File: src/hdl/hgpc_pkg.sv
// Shared types, constants and register map of the HSV green pixel census.
package hgpc_pkg;

	localparam int unsigned MAX_FRAME_PIXELS = 4194304;
	localparam int unsigned CNT_W  = $clog2(MAX_FRAME_PIXELS + 1);
	localparam int unsigned PCT_W  = 7;
	localparam int unsigned DIVD_W = CNT_W + PCT_W;
	localparam int unsigned BIT_W  = $clog2(PCT_W);
	localparam int unsigned CH_W   = 8;

	localparam logic [CNT_W-1:0] CNT_MAX   = CNT_W'(MAX_FRAME_PIXELS);
	localparam logic [PCT_W-1:0] PCT_SCALE = 7'd100;
	localparam logic [PCT_W-1:0] GRADE_CUT_LOW  = 7'd20;
	localparam logic [PCT_W-1:0] GRADE_CUT_MID  = 7'd50;
	localparam logic [PCT_W-1:0] GRADE_CUT_HIGH = 7'd80;

	localparam int unsigned PADDR_W   = 5;
	localparam int unsigned REG_IDX_W = 3;

	localparam logic [REG_IDX_W-1:0] REG_GREEN_HUE_LOW    = 3'd0;
	localparam logic [REG_IDX_W-1:0] REG_GREEN_HUE_HIGH   = 3'd1;
	localparam logic [REG_IDX_W-1:0] REG_GREEN_SAT_LOW    = 3'd2;
	localparam logic [REG_IDX_W-1:0] REG_GREEN_VAL_LOW    = 3'd3;
	localparam logic [REG_IDX_W-1:0] REG_GREEN_VAL_HIGH   = 3'd4;
	localparam logic [REG_IDX_W-1:0] REG_HEALTHY_HUE_LOW  = 3'd5;
	localparam logic [REG_IDX_W-1:0] REG_HEALTHY_HUE_HIGH = 3'd6;

	localparam logic [CH_W-1:0] RST_GREEN_HUE_LOW    = 8'd45;
	localparam logic [CH_W-1:0] RST_GREEN_HUE_HIGH   = 8'd80;
	localparam logic [CH_W-1:0] RST_GREEN_SAT_LOW    = 8'd30;
	localparam logic [CH_W-1:0] RST_GREEN_VAL_LOW    = 8'd30;
	localparam logic [CH_W-1:0] RST_GREEN_VAL_HIGH   = 8'd200;
	localparam logic [CH_W-1:0] RST_HEALTHY_HUE_LOW  = 8'd55;
	localparam logic [CH_W-1:0] RST_HEALTHY_HUE_HIGH = 8'd65;

	typedef struct packed {
		logic [CH_W-1:0] hue;
		logic [CH_W-1:0] saturation;
		logic [CH_W-1:0] brightness;
		logic            last_pixel;
	} pixel_t;

	typedef struct packed {
		logic [CNT_W-1:0] frame_pixels;
		logic [CNT_W-1:0] green_pixels;
		logic [CNT_W-1:0] healthy_pixels;
		logic [PCT_W-1:0] green_percent;
		logic [PCT_W-1:0] healthy_percent;
		logic [1:0]       health_grade;
		logic             no_green;
	} result_t;

	typedef struct packed {
		logic [CH_W-1:0] green_hue_low;
		logic [CH_W-1:0] green_hue_high;
		logic [CH_W-1:0] green_sat_low;
		logic [CH_W-1:0] green_val_low;
		logic [CH_W-1:0] green_val_high;
		logic [CH_W-1:0] healthy_hue_low;
		logic [CH_W-1:0] healthy_hue_high;
	} cfg_t;

	typedef struct packed {
		logic [CNT_W-1:0] pixels;
		logic [CNT_W-1:0] green;
		logic [CNT_W-1:0] healthy;
	} snap_t;

	typedef enum logic [1:0] {
		BK_IDLE,
		BK_DIV_GREEN,
		BK_DIV_HEALTHY,
		BK_OUT
	} back_state_t;

endpackage

File: src/hdl/hgpc_cfg.sv
// Threshold register file behind the APB-style configuration port.
module hgpc_cfg (
	input  logic                         clk,
	input  logic                         arst_n,
	input  logic                         psel,
	input  logic                         penable,
	input  logic                         pwrite,
	input  logic [hgpc_pkg::PADDR_W-1:0] paddr,
	input  logic [31:0]                  pwdata,
	output logic [31:0]                  prdata,
	output hgpc_pkg::cfg_t               cfg
);

	hgpc_pkg::cfg_t cfg_q;
	logic [hgpc_pkg::REG_IDX_W-1:0] idx;
	logic [hgpc_pkg::CH_W-1:0] wdata;
	logic [hgpc_pkg::CH_W-1:0] rdata;
	logic wr_en;

	assign idx   = paddr[hgpc_pkg::PADDR_W-1:2];
	assign wdata = pwdata[hgpc_pkg::CH_W-1:0];
	assign wr_en = psel && penable && pwrite;

	always_ff @(posedge clk or negedge arst_n) begin
		if (!arst_n) begin
			cfg_q.green_hue_low    <= hgpc_pkg::RST_GREEN_HUE_LOW;
			cfg_q.green_hue_high   <= hgpc_pkg::RST_GREEN_HUE_HIGH;
			cfg_q.green_sat_low    <= hgpc_pkg::RST_GREEN_SAT_LOW;
			cfg_q.green_val_low    <= hgpc_pkg::RST_GREEN_VAL_LOW;
			cfg_q.green_val_high   <= hgpc_pkg::RST_GREEN_VAL_HIGH;
			cfg_q.healthy_hue_low  <= hgpc_pkg::RST_HEALTHY_HUE_LOW;
			cfg_q.healthy_hue_high <= hgpc_pkg::RST_HEALTHY_HUE_HIGH;
		end else if (wr_en) begin
			case (idx)
				hgpc_pkg::REG_GREEN_HUE_LOW:    cfg_q.green_hue_low    <= wdata;
				hgpc_pkg::REG_GREEN_HUE_HIGH:   cfg_q.green_hue_high   <= wdata;
				hgpc_pkg::REG_GREEN_SAT_LOW:    cfg_q.green_sat_low    <= wdata;
				hgpc_pkg::REG_GREEN_VAL_LOW:    cfg_q.green_val_low    <= wdata;
				hgpc_pkg::REG_GREEN_VAL_HIGH:   cfg_q.green_val_high   <= wdata;
				hgpc_pkg::REG_HEALTHY_HUE_LOW:  cfg_q.healthy_hue_low  <= wdata;
				hgpc_pkg::REG_HEALTHY_HUE_HIGH: cfg_q.healthy_hue_high <= wdata;
				default: ;
			endcase
		end
	end

	always_comb begin
		case (idx)
			hgpc_pkg::REG_GREEN_HUE_LOW:    rdata = cfg_q.green_hue_low;
			hgpc_pkg::REG_GREEN_HUE_HIGH:   rdata = cfg_q.green_hue_high;
			hgpc_pkg::REG_GREEN_SAT_LOW:    rdata = cfg_q.green_sat_low;
			hgpc_pkg::REG_GREEN_VAL_LOW:    rdata = cfg_q.green_val_low;
			hgpc_pkg::REG_GREEN_VAL_HIGH:   rdata = cfg_q.green_val_high;
			hgpc_pkg::REG_HEALTHY_HUE_LOW:  rdata = cfg_q.healthy_hue_low;
			hgpc_pkg::REG_HEALTHY_HUE_HIGH: rdata = cfg_q.healthy_hue_high;
			default:                        rdata = '0;
		endcase
	end

	assign prdata = {{(32 - hgpc_pkg::CH_W){1'b0}}, rdata};
	assign cfg    = cfg_q;

endmodule

File: src/hdl/hgpc_front.sv
// Front end: accepts pixels, classifies them and keeps the frame counters.
module hgpc_front (
	input  logic            clk,
	input  logic            arst_n,
	input  hgpc_pkg::cfg_t  cfg,
	input  logic            push,
	input  hgpc_pkg::pixel_t pixel,
	output logic            full,
	input  logic            snap_full,
	output logic            snap_push,
	output hgpc_pkg::snap_t snap
);

	logic [hgpc_pkg::CNT_W-1:0] pix_cnt_q, grn_cnt_q, hlt_cnt_q;
	logic [hgpc_pkg::CNT_W-1:0] pix_nxt, grn_nxt, hlt_nxt;
	logic accept, is_green, is_healthy;

	assign full   = snap_full;
	assign accept = push && !snap_full;

	assign is_green = (pixel.saturation > cfg.green_sat_low) &&
		(pixel.brightness > cfg.green_val_low) &&
		(pixel.brightness < cfg.green_val_high) &&
		(pixel.hue > cfg.green_hue_low) &&
		(pixel.hue < cfg.green_hue_high);
	assign is_healthy = is_green && (pixel.hue > cfg.healthy_hue_low) &&
		(pixel.hue < cfg.healthy_hue_high);

	// Saturate each count at the largest frame size
	always_comb begin
		pix_nxt = (pix_cnt_q < hgpc_pkg::CNT_MAX) ? pix_cnt_q + 1'b1 : pix_cnt_q;
		grn_nxt = grn_cnt_q;
		hlt_nxt = hlt_cnt_q;
		if (is_green && grn_cnt_q < hgpc_pkg::CNT_MAX) begin
			grn_nxt = grn_cnt_q + 1'b1;
		end
		if (is_healthy && hlt_cnt_q < hgpc_pkg::CNT_MAX) begin
			hlt_nxt = hlt_cnt_q + 1'b1;
		end
	end

	always_ff @(posedge clk or negedge arst_n) begin
		if (!arst_n) begin
			pix_cnt_q <= '0;
			grn_cnt_q <= '0;
			hlt_cnt_q <= '0;
		end else if (accept) begin
			if (pixel.last_pixel) begin
				pix_cnt_q <= '0;
				grn_cnt_q <= '0;
				hlt_cnt_q <= '0;
			end else begin
				pix_cnt_q <= pix_nxt;
				grn_cnt_q <= grn_nxt;
				hlt_cnt_q <= hlt_nxt;
			end
		end
	end

	assign snap_push    = accept && pixel.last_pixel;
	assign snap.pixels  = pix_nxt;
	assign snap.green   = grn_nxt;
	assign snap.healthy = hlt_nxt;

endmodule

File: src/hdl/hgpc_snap_fifo.sv
// Two-entry queue of frame count snapshots between front and back.
module hgpc_snap_fifo (
	input  logic            clk,
	input  logic            arst_n,
	input  logic            push,
	input  hgpc_pkg::snap_t wdata,
	output logic            full,
	input  logic            pop,
	output logic            empty,
	output hgpc_pkg::snap_t rdata
);

	hgpc_pkg::snap_t mem_q [2];
	logic wr_ptr_q, rd_ptr_q;
	logic [1:0] count_q;
	logic do_push, do_pop;

	assign full    = (count_q == 2'd2);
	assign empty   = (count_q == 2'd0);
	assign do_push = push && !full;
	assign do_pop  = pop && !empty;

	always_ff @(posedge clk) begin
		if (do_push) begin
			mem_q[wr_ptr_q] <= wdata;
		end
	end

	always_ff @(posedge clk or negedge arst_n) begin
		if (!arst_n) begin
			wr_ptr_q <= 1'b0;
			rd_ptr_q <= 1'b0;
			count_q  <= 2'd0;
		end else begin
			if (do_push) begin
				wr_ptr_q <= ~wr_ptr_q;
			end
			if (do_pop) begin
				rd_ptr_q <= ~rd_ptr_q;
			end
			case ({do_push, do_pop})
				2'b10:   count_q <= count_q + 2'd1;
				2'b01:   count_q <= count_q - 2'd1;
				default: count_q <= count_q;
			endcase
		end
	end

	assign rdata = mem_q[rd_ptr_q];

endmodule

File: src/hdl/hgpc_back.sv
// Back end: shift-subtract divider for both percentages, grading, result register.
module hgpc_back (
	input  logic             clk,
	input  logic             arst_n,
	input  logic             snap_empty,
	input  hgpc_pkg::snap_t  snap,
	output logic             snap_pop,
	output logic             empty,
	input  logic             pop,
	output hgpc_pkg::result_t result
);

	localparam int unsigned DIVD_W = hgpc_pkg::DIVD_W;
	localparam int unsigned PCT_W  = hgpc_pkg::PCT_W;
	localparam int unsigned BIT_W  = hgpc_pkg::BIT_W;

	hgpc_pkg::back_state_t state_q, state_nxt;
	logic [DIVD_W-1:0] num_q, den_sh, mul_out;
	logic [hgpc_pkg::CNT_W-1:0] den_q, mul_src, den_src;
	logic [BIT_W-1:0] bit_q;
	logic [PCT_W-1:0] quot_q, quot_nxt, pct_fin, green_pct_q, healthy_pct_q;
	logic num_ge, last_bit;
	logic ld_green, ld_healthy, step, wr_res;
	logic res_valid_q;
	hgpc_pkg::result_t res_q;
	logic [1:0] grade;

	assign last_bit = (bit_q == '0);
	assign den_sh   = DIVD_W'(den_q) << bit_q;
	assign num_ge   = (num_q >= den_sh);
	assign quot_nxt = num_ge ? (quot_q | (PCT_W'(1) << bit_q)) : quot_q;

	// Empty denominator gives zero; clamp at a full hundred
	always_comb begin
		if (den_q == '0) begin
			pct_fin = '0;
		end else if (quot_nxt > hgpc_pkg::PCT_SCALE) begin
			pct_fin = hgpc_pkg::PCT_SCALE;
		end else begin
			pct_fin = quot_nxt;
		end
	end

	assign mul_src = ld_green ? snap.green : snap.healthy;
	assign den_src = ld_green ? snap.pixels : snap.green;
	assign mul_out = DIVD_W'(mul_src) * DIVD_W'(hgpc_pkg::PCT_SCALE);

	always_comb begin
		state_nxt = state_q;
		case (state_q)
			hgpc_pkg::BK_IDLE:        if (!snap_empty) state_nxt = hgpc_pkg::BK_DIV_GREEN;
			hgpc_pkg::BK_DIV_GREEN:   if (last_bit) state_nxt = hgpc_pkg::BK_DIV_HEALTHY;
			hgpc_pkg::BK_DIV_HEALTHY: if (last_bit) state_nxt = hgpc_pkg::BK_OUT;
			hgpc_pkg::BK_OUT:         if (!res_valid_q || pop) state_nxt = hgpc_pkg::BK_IDLE;
			default:                  state_nxt = hgpc_pkg::BK_IDLE;
		endcase
	end

	always_comb begin
		ld_green   = 1'b0;
		ld_healthy = 1'b0;
		step       = 1'b0;
		wr_res     = 1'b0;
		case (state_q)
			hgpc_pkg::BK_IDLE:        ld_green = !snap_empty;
			hgpc_pkg::BK_DIV_GREEN: begin
				step       = 1'b1;
				ld_healthy = last_bit;
			end
			hgpc_pkg::BK_DIV_HEALTHY: step = 1'b1;
			hgpc_pkg::BK_OUT:         wr_res = !res_valid_q || pop;
			default: ;
		endcase
	end

	assign snap_pop = wr_res;

	always_ff @(posedge clk or negedge arst_n) begin
		if (!arst_n) begin
			state_q <= hgpc_pkg::BK_IDLE;
		end else begin
			state_q <= state_nxt;
		end
	end

	always_ff @(posedge clk) begin
		if (step) begin
			if (num_ge) begin
				num_q <= num_q - den_sh;
			end
			quot_q <= quot_nxt;
			bit_q  <= bit_q - 1'b1;
		end
		if (step && last_bit && state_q == hgpc_pkg::BK_DIV_GREEN) begin
			green_pct_q <= pct_fin;
		end
		if (step && last_bit && state_q == hgpc_pkg::BK_DIV_HEALTHY) begin
			healthy_pct_q <= pct_fin;
		end
		// Load the next division over the finished one
		if (ld_green || ld_healthy) begin
			num_q  <= mul_out;
			den_q  <= den_src;
			bit_q  <= BIT_W'(PCT_W - 1);
			quot_q <= '0;
		end
	end

	always_comb begin
		if (healthy_pct_q < hgpc_pkg::GRADE_CUT_LOW) begin
			grade = 2'd0;
		end else if (healthy_pct_q < hgpc_pkg::GRADE_CUT_MID) begin
			grade = 2'd1;
		end else if (healthy_pct_q < hgpc_pkg::GRADE_CUT_HIGH) begin
			grade = 2'd2;
		end else begin
			grade = 2'd3;
		end
	end

	always_ff @(posedge clk) begin
		if (wr_res) begin
			res_q.frame_pixels    <= snap.pixels;
			res_q.green_pixels    <= snap.green;
			res_q.healthy_pixels  <= snap.healthy;
			res_q.green_percent   <= green_pct_q;
			res_q.healthy_percent <= healthy_pct_q;
			res_q.health_grade    <= grade;
			res_q.no_green        <= (snap.green == '0);
		end
	end

	always_ff @(posedge clk or negedge arst_n) begin
		if (!arst_n) begin
			res_valid_q <= 1'b0;
		end else if (wr_res) begin
			res_valid_q <= 1'b1;
		end else if (pop) begin
			res_valid_q <= 1'b0;
		end
	end

	assign empty  = !res_valid_q;
	assign result = res_q;

endmodule

File: src/hdl/hsv_green_pixel_census_top.sv
// Top level of the HSV green pixel census: config, front, snapshot queue, back.
//
// channel   direction  handshake                      payload
// pixel     in         push / full                    hgpc_pkg::pixel_t
// result    out        empty / pop                    hgpc_pkg::result_t
// config    in         psel penable pwrite, pready=1  paddr, pwdata, prdata
//
// One pixel is taken every cycle while full is low; the front counters then take a pixel per clock.
// A frame summary passes through the back divider after its last pixel in steps:
// one load, seven quotient bits for each of the two percentages, one write.
// full rises only while the queue holds two frame summaries not yet written to the result.
// Reset clears counters, queue pointers and the result valid flag at once; no clearing pass.
module hsv_green_pixel_census_top (
	input  logic                         clk,
	input  logic                         arst_n,
	input  logic                         push,
	output logic                         full,
	input  hgpc_pkg::pixel_t             pixel,
	output logic                         empty,
	input  logic                         pop,
	output hgpc_pkg::result_t            result,
	input  logic                         psel,
	input  logic                         penable,
	input  logic                         pwrite,
	input  logic [hgpc_pkg::PADDR_W-1:0] paddr,
	input  logic [31:0]                  pwdata,
	output logic [31:0]                  prdata,
	output logic                         pready
);

	hgpc_pkg::cfg_t  cfg;
	hgpc_pkg::snap_t snap_in, snap_out;
	logic snap_push, snap_pop, snap_full, snap_empty;

	assign pready = 1'b1;

	hgpc_cfg u_cfg (
		.clk     (clk),
		.arst_n  (arst_n),
		.psel    (psel),
		.penable (penable),
		.pwrite  (pwrite),
		.paddr   (paddr),
		.pwdata  (pwdata),
		.prdata  (prdata),
		.cfg     (cfg)
	);

	hgpc_front u_front (
		.clk       (clk),
		.arst_n    (arst_n),
		.cfg       (cfg),
		.push      (push),
		.pixel     (pixel),
		.full      (full),
		.snap_full (snap_full),
		.snap_push (snap_push),
		.snap      (snap_in)
	);

	hgpc_snap_fifo u_fifo (
		.clk    (clk),
		.arst_n (arst_n),
		.push   (snap_push),
		.wdata  (snap_in),
		.full   (snap_full),
		.pop    (snap_pop),
		.empty  (snap_empty),
		.rdata  (snap_out)
	);

	hgpc_back u_back (
		.clk        (clk),
		.arst_n     (arst_n),
		.snap_empty (snap_empty),
		.snap       (snap_out),
		.snap_pop   (snap_pop),
		.empty      (empty),
		.pop        (pop),
		.result     (result)
	);

	// A last-pixel transfer always leaves a summary waiting for the back end
	a_last_queued: assert property (@(posedge clk) disable iff (!arst_n)
		push && !full && pixel.last_pixel |=> !snap_empty)
		else $error("frame summary not queued after last pixel");

	// Counts stay nested: healthy within green within frame
	a_nested_counts: assert property (@(posedge clk) disable iff (!arst_n)
		!empty |-> (result.green_pixels <= result.frame_pixels) &&
			(result.healthy_pixels <= result.green_pixels))
		else $error("result counts out of order");

	// A frame without green reports zero healthy share and lowest grade
	a_no_green: assert property (@(posedge clk) disable iff (!arst_n)
		!empty && result.no_green |-> (result.healthy_percent == '0) &&
			(result.health_grade == 2'd0))
		else $error("no-green result carries a healthy share");

	// The back end only takes a summary when it writes the result register
	a_pop_on_write: assert property (@(posedge clk) disable iff (!arst_n)
		snap_pop |=> !empty)
		else $error("summary dropped without a result");

endmodule

File: config.mk
export PLATFORM = sky130hd
export DESIGN_NAME = hsv_green_pixel_census_top
export DESIGN_NICKNAME = d
export VERILOG_FILES = /design/src/hdl/hgpc_pkg.sv /design/src/hdl/hgpc_cfg.sv /design/src/hdl/hgpc_front.sv /design/src/hdl/hgpc_snap_fifo.sv /design/src/hdl/hgpc_back.sv /design/src/hdl/hsv_green_pixel_census_top.sv
export SDC_FILE = /design/constraint.sdc
export NUM_CORES = 1
export LEC_CHECK = 0
export ABC_AREA = 1
export ABC_CLOCK_PERIOD_IN_PS = 5800
export BUFFER_PORTS_ARGS = -buffer_cell sky130_fd_sc_hd__buf_4
export CAP_MARGIN = 10
export CORE_ASPECT_RATIO = 1.1
export CORE_MARGIN = 2
export CORE_UTILIZATION = 61
export CTS_CLUSTER_DIAMETER = 30
export DETAILED_ROUTE_END_ITERATION = 7
export PLACE_DENSITY_LB_ADDON = 0.1
export SYNTH_ARGS = -nofsm -noshare
export SYNTH_HDL_FRONTEND = slang
export SYNTH_SLANG_ARGS = --single-unit
File: constraint.sdc
create_clock -name clk -period 5.8 [get_ports clk]
set_clock_uncertainty 0.15 [all_clocks]
set_input_delay 0 -clock clk [delete_from_list [all_inputs] [get_ports clk]]
set_output_delay 0 -clock clk [all_outputs]
set_load 0.1 [all_outputs]
==> results of run 1 <==
==> cells in the mapped netlist, types with 36 or more instances <==
master    instances
a21oi_1          99
clkbuf_1         56
dfrtp_1         108
edfxtp_1        289
ha_1            170
inv_1           433
nand2_1         716
nand3_1          82
nand4_1          56
nor2_1          124
nor3_1           36
o21ai_0         242
o22ai_1          41
xor2_1           83
==> worst reg2reg max path, stage by stage (launching register included) <==
cell,delay (ps)
dfrtp_1,400
inv_1,150
ha_1,200
nand2_1,100
inv_2,510
buf_4,280
nand2_1,180
o21ai_0,230
inv_1,120
ha_1,320
ha_1,280
inv_1,50
fa_1,490
inv_1,40
ha_1,340
a21o_1,190
a221oi_1,420
nand3_1,200
xor2_1,190
nand2_1,60
o21ai_0,80
==> metal layers <==
metal | global-route usage | share of wire | routed length (um)
met5 | 0 | 0 | 0
met1 | 0.402 | 0.40 | 27000
met3 | 0.0589 | 0.066 | 4440
met2 | 0.541 | 0.49 | 33200
met4 | 0.145 | 0.041 | 2770
==> how the worst max path moves through the flow <==
stage | to | cells past startpoint
2_1_floorplan | u_fifo.mem_q[0][0]$_DFFE_PP_ | 5
3_3_place_gp | u_back.num_q[26]$_DFFE_PP_ | 20
3_5_place_dp | u_back.num_q[24]$_DFFE_PP_ | 16
4_1_cts | u_back.num_q[26]$_DFFE_PP_ | 20
5_1_grt | u_back.num_q[27]$_DFFE_PP_ | 22
6_report | u_back.num_q[26]$_DFFE_PP_ | 20
==> metrics by stage <==
stage	area (sq um)	hold slack [ps]	setup slack (ps)
global route	29800	75.8	204
global placement	26900	20.6	728
detailed placement	26900	27.1	642
finish	29800	23.8	517
floorplan	25400	-446	1220
CTS	29800	10.2	618
==> kinds of logic after synthesis <==
kind of cell	share of synthesized area
and+or+nand+nor	0.184
buffers and inverters	0.0867
AOI/OAI and AO/OA	0.108
DFF	0.485
adders and majority gates	0.0992
xor gates and xnor gates	0.0350
muxes	0.00158
other	0.000297
==> layout by cell type, fill, tap and decap left out, types with 36 or more instances in the layout <==
cell type | synthesis | final
a21oi_1 | 99 | 99
buf_4 | 26 | 172
clkbuf_16 | 0 | 85
dfrtp_1 | 108 | 107
edfxtp_1 | 289 | 289
ha_1 | 170 | 170
inv_1 | 433 | 430
nand2_1 | 716 | 715
nand3_1 | 82 | 82
nand4_1 | 56 | 56
nor2_1 | 124 | 121
nor3_1 | 36 | 36
o21ai_0 | 242 | 242
o22ai_1 | 41 | 41
xor2_1 | 83 | 83
==> what timing repair did <==
item	CTS	global route
endpoints found under the hold margin	174	0
hold buffers	22	0
setup buffers	0	0
==> flip-flops by register name, indices dropped and copies added (netlist names) <==
| name | cells |
|---|---|
| u_fifo.rd_ptr_q | 1 |
| u_back.num_q | 30 |
| u_front.hlt_cnt_q | 23 |
| u_back.green_pct_q | 7 |
| u_back.den_q | 23 |
| u_back.result | 86 |
| u_back.quot_q | 7 |
| u_back.state_q | 2 |
| u_back.bit_q | 3 |
| u_front.grn_cnt_q | 23 |
| u_fifo.count_q | 2 |
| u_fifo.wr_ptr_q | 1 |
| u_front.pix_cnt_q | 23 |
| u_back.healthy_pct_q | 7 |
| u_fifo.mem_q | 138 |
| u_back.res_valid_q | 1 |
| u_cfg.cfg | 56 |
==> cell type report <==
class,instances,share of cell area
antenna,1,0.0000839
timing repair buffer,195,0.0519
sequential,433,0.411
clock inverter,54,0.0174
tap,560,0.0235
inverter,444,0.0559
clock buffer,98,0.0739
multi-input combinational,1897,0.367
==> results.ini, run 1 <==
[sta]
rsz0062_at_grt=no
finalSetupTns_ps=0
finalSetupViolCount=0
drv_slew=0
fmax_mhz=189
max_slew_margin=0.240
final.period_utilization=0.911
period_needed_ps=5280
tightest_slew_ps=1130
hold_viol_final=0

[clock_tree]
cts-buffers-inserted=82
htree_levels=3
cts_resized=0
clockBufferDepth=3
cts_root_buffer=clkbuf_16
cts_tree=yes
worstSkewPairLatency_ps=610
clk_pin_slew_worst_paths_ps=50
cts_sinks=433

[yosys]
synth-edff-count=289
ys_warn_count=0
synthTopCellsByArea=edfxtp_1 (34%), dfrtp_1 (11%), nand2_1 (11%), ha_1 (8.4%), inv_1 (6.4%)
synth_cell_types=58
async_flop_share=0.305
synth_cells=2856
synth_seq_cells=433
syn_area_per_cell_sq_um=8.85
ys_seq_area_frac=0.485
synth.cell_area_sq_um=25300
synth_area_leader_cell=edfxtp_1
synth_ff_type=edfxtp_1
synth_top_area_share=0.343

[worst_setup_path]
slowest_stage=inv_2
r2r_end=u_back.num_q[26]$_DFFE_PP_
crit_arrival_ps=5450
max_stage_delay_ps=510
critical_path.startpoint=u_back.state_q[0]$_DFFE_PN0P_
endpoint_kind=flop
path_buf_inv=6
cp_cell_sequence=inv_1, ha_1, nand2_1, inv_2, buf_4, nand2_1, o21ai_0, inv_1, ha_1, ha_1, inv_1, fa_1, inv_1, ha_1, a21o_1, a221oi_1, nand3_1, xor2_1, nand2_1, o21ai_0
path_class=reg -> reg
required_ps=5960
rr_startpoint=u_back.state_q[0]$_DFFE_PN0P_
critPathMaxFanout=49
start_kind=flop
rr_worst_depth=20
rrSetupSlack_ps=520
crit_family=adder cells

[run_status]
violations=design-rule violations
status=finished, violations left

[place]
post-dp-hpwl_um=49600
numPortBuffers=138
placedCellCount=3507
globalplace.congestion=0.976

[global_route]
grt_pass1_vias=20000
antenna_found_initial=1
grt_max_degree=72
grt-ovfl-total=0
grt_pass1_wl_um=106000
grt_use_total=0.320

[route]
drc=2
postRouteAntennaNets=0
drtIter0Drc=1404
firstDrtPassIters=8
num_vias=20400
drt_wl_total_um=67400
drt-vias-per-instance=5.54
wl_per_cell_um=18.3

[die]
core_area_sq_um=41100
fp-row-count=78
io_pins=190
die_y_um=217
initial_utilization=0.615
die_area_sq_um=43100
die_w_um=198

[cells_and_area]
area_growth_pct=18.1
layout-drive-gt1-share=0.131
fin_util=0.726
seqCellArea_sq_um=12300
stdcell_count=3682
fillers=3017
multi_input_area_sq_um=10900
finalNetCount=3311

[hold_path]
hold_class=in -> async

[flow_run]
maxCapViolCount=0

Power of run 1 is not shown: default switching activity piles up to over one toggle a cycle in this logic, so the estimate is an artifact.
==> run 2: changes to the inputs <==
--- a/config.mk
+++ b/config.mk
@@ -6,7 +6,7 @@
 export NUM_CORES = 1
 export LEC_CHECK = 0
 export ABC_AREA = 1
-export ABC_CLOCK_PERIOD_IN_PS = 5800
+export ABC_CLOCK_PERIOD_IN_PS = 5500
 export BUFFER_PORTS_ARGS = -buffer_cell sky130_fd_sc_hd__buf_4
 export CAP_MARGIN = 10
 export CORE_ASPECT_RATIO = 1.1
==> constraint.sdc (replaced) <==
create_clock -name clk -period 5.5 [get_ports clk]
set_clock_uncertainty 0.15 [all_clocks]
set_input_delay 0 -clock clk [delete_from_list [all_inputs] [get_ports clk]]
set_output_delay 0 -clock clk [all_outputs]
set_load 0.1 [all_outputs]
==> results.ini, run 2 (synthesis gave the netlist of run 1 again) <==
[die]
io_pins=190  ; unchanged
initial_utilization=0.615  ; unchanged
core_area_sq_um=41100  ; unchanged
die_w_um=198  ; unchanged
fp-row-count=78  ; unchanged
die_y_um=217  ; unchanged
die_area_sq_um=43100  ; unchanged

[clock_tree]
cts-buffers-inserted=87  ; was 82
ctsHoldBuffers=19  ; was 22
cts_setup_buffers=0  ; unchanged
cts_root_buffer=clkbuf_16  ; unchanged
cts_resized=0  ; unchanged
worstSkewPairLatency_ps=630  ; was 610 ps
clockBufferDepth=3  ; unchanged
cts_sinks=433  ; unchanged
htree_levels=3  ; unchanged
clk_pin_slew_worst_paths_ps=50  ; about the same
cts_tree=yes  ; unchanged

[place]
dpl_cell_area_sq_um=27000  ; was 26900 sq um
numPortBuffers=138  ; unchanged
post-dp-hpwl_um=49800  ; was 49600 um
placedCellCount=3520  ; was 3507
globalplace.congestion=0.973  ; was 0.976

[cells_and_area]
finalNetCount=3326  ; was 3311
largest-register=u_fifo.mem_q  ; unchanged
layout-drive-gt1-share=0.139  ; was 0.131
fillers=2964  ; was 3017
design_area_sq_um=30200  ; was 29800 sq um
largest_reg_flops=138  ; unchanged
layout_commonest_cell=nand2_1  ; unchanged
stdcell_count=3702  ; was 3682
final_cell_mix=nand2_1 (715), inv_1 (430), edfxtp_1 (289), o21ai_0 (242), buf_4 (186)  ; was nand2_1 (715), inv_1 (430), edfxtp_1 (289), o21ai_0 (242), buf_4 (172)
area_growth_pct=19.6  ; was 18.1%

[sta]
finalSetupTns_ps=0  ; unchanged
period_needed_ps=5100  ; was 5280 ps
fmax_mhz=196  ; was 189 MHz
drv_slew=0  ; unchanged
final.period_utilization=0.928  ; was 0.911
hold_viol_final=0  ; unchanged
finalSetupViolCount=0  ; unchanged
rsz0062_at_grt=no  ; unchanged
tightest_slew_ps=1220  ; was 1130 ps
max_slew_margin=0.179  ; was 0.240

[worst_setup_path]
path_class=reg -> reg  ; unchanged
crit_arrival_ps=5290  ; was 5450 ps
start_kind=flop  ; unchanged
critPathMaxFanout=33  ; was 49
required_ps=5690  ; was 5960 ps
endpoint_kind=flop  ; unchanged

[route]
drtIter0Drc=1431  ; was 1404
firstDrtPassIters=6  ; was 8
drt_wl_total_um=68400  ; was 67400 um
drc=0  ; was 2
postRouteAntennaNets=0  ; unchanged
num_vias=20600  ; was 20400
wl_per_cell_um=18.5  ; was 18.3 um
drt-vias-per-instance=5.56  ; was 5.54

[global_route]
grt_use_total=0.322  ; was 0.320
grt_max_degree=58  ; was 72
grt_pass1_vias=20400  ; was 20000
grt-ovfl-total=0  ; unchanged
grt_util_met2=0.545  ; was 0.541
antenna_found_initial=2  ; was 1
met1_usage=0.403  ; was 0.402
grt_pass1_wl_um=106000  ; about the same
grt-busiest-layer=met2  ; unchanged
use_met3=0.0538  ; was 0.0589

[flow_run]
maxCapViolCount=0  ; unchanged

[run_status]
status=completed  ; was finished, violations left

[hold_path]
hold_class=in -> async  ; unchanged

-- run 2: changes by cell type in the layout (fill, tap and decap cells not counted), moves of 2 or more --
| cell | previous run | this run |
|---|---|---|
| buf_4 | 172 | 186 |
| bufinv_16 | 6 | 10 |
| clkbuf_1 | 10 | 7 |
| clkbuf_16 | 85 | 89 |
| clkbuf_8 | 3 | 5 |
| clkinv_1 | 12 | 8 |
| clkinv_2 | 12 | 9 |
| clkinv_4 | 7 | 5 |
| dlygate4sd3_1 | 21 | 18 |
| inv_6 | 8 | 18 |
| inv_8 | 4 | 2 |
-- run 2: routing by layer --
metal / routed length [um] / up-vias
met5: 0 / -
met4: 2940 / 0
met3: 4890 / 154
met2: 33500 / 770
met1: 27100 / 9745
li1: - / 9896
-- run 2: final cells by class --
cell class	count	area, sq um	area share
sequential	433	12300	0.405
multi-input combinational	1897	10900	0.362
clock buffer	101	2320	0.0768
inverter	444	1670	0.0552
timing repair buffer	205	1600	0.0531
clock inverter	61	732	0.0242
tap	560	701	0.0232
antenna	1	2.50	0.0000828
-- run 2: stage by stage --
step / worst slack (ps) / hold slack [ps] / utilization
2_1_floorplan: 917 / -446 / -
3_3_place_gp: 633 / 25.7 / 0.656
3_5_place_dp: 478 / 51.3 / 0.656
4_1_cts: 440 / 23.7 / 0.735
5_1_grt: 62.6 / 65.6 / 0.736
6_report: 397 / 58.4 / 0.736
-- run 2: final timing paths --
kind	slack, ps	start	cells past startpoint	to
setup / recovery	400	u_fifo.count_q[0]$_DFFE_PN0P_	20	u_back.num_q[21]$_DFFE_PP_
hold / removal	60	arst_n	2	u_cfg.cfg[13]$_DFFE_PN1P_
setup reg to reg	400	u_fifo.count_q[0]$_DFFE_PN0P_	20	u_back.num_q[21]$_DFFE_PP_
hold reg to reg	270	u_back.green_pct_q[2]$_DFFE_PP_	0	u_back.result[12]$_DFFE_PP_
max in group asynchronous	4510	arst_n	3	u_front.grn_cnt_q[5]$_DFFE_PN0P_
min in group clk	60	pwdata[3]	4	u_cfg.cfg[11]$_DFFE_PN0P_
-- run 2: worst max-delay path: stages (launching register included) --
cell and delay (ps):
dfrtp_1 470, nor2_1 330, inv_1 80, nand2_1 170, inv_2 220, o21ai_0 410
inv_1 130, ha_1 330, ha_1 280, inv_1 50, fa_1 510, inv_1 40
ha_1 340, a21o_1 210, a21oi_1 230, o21ai_0 160, a31oi_1 280, o21bai_1 130
xor2_1 160, nand2_1 60, o21ai_0 80
Power of run 2 is left out for the same reason.
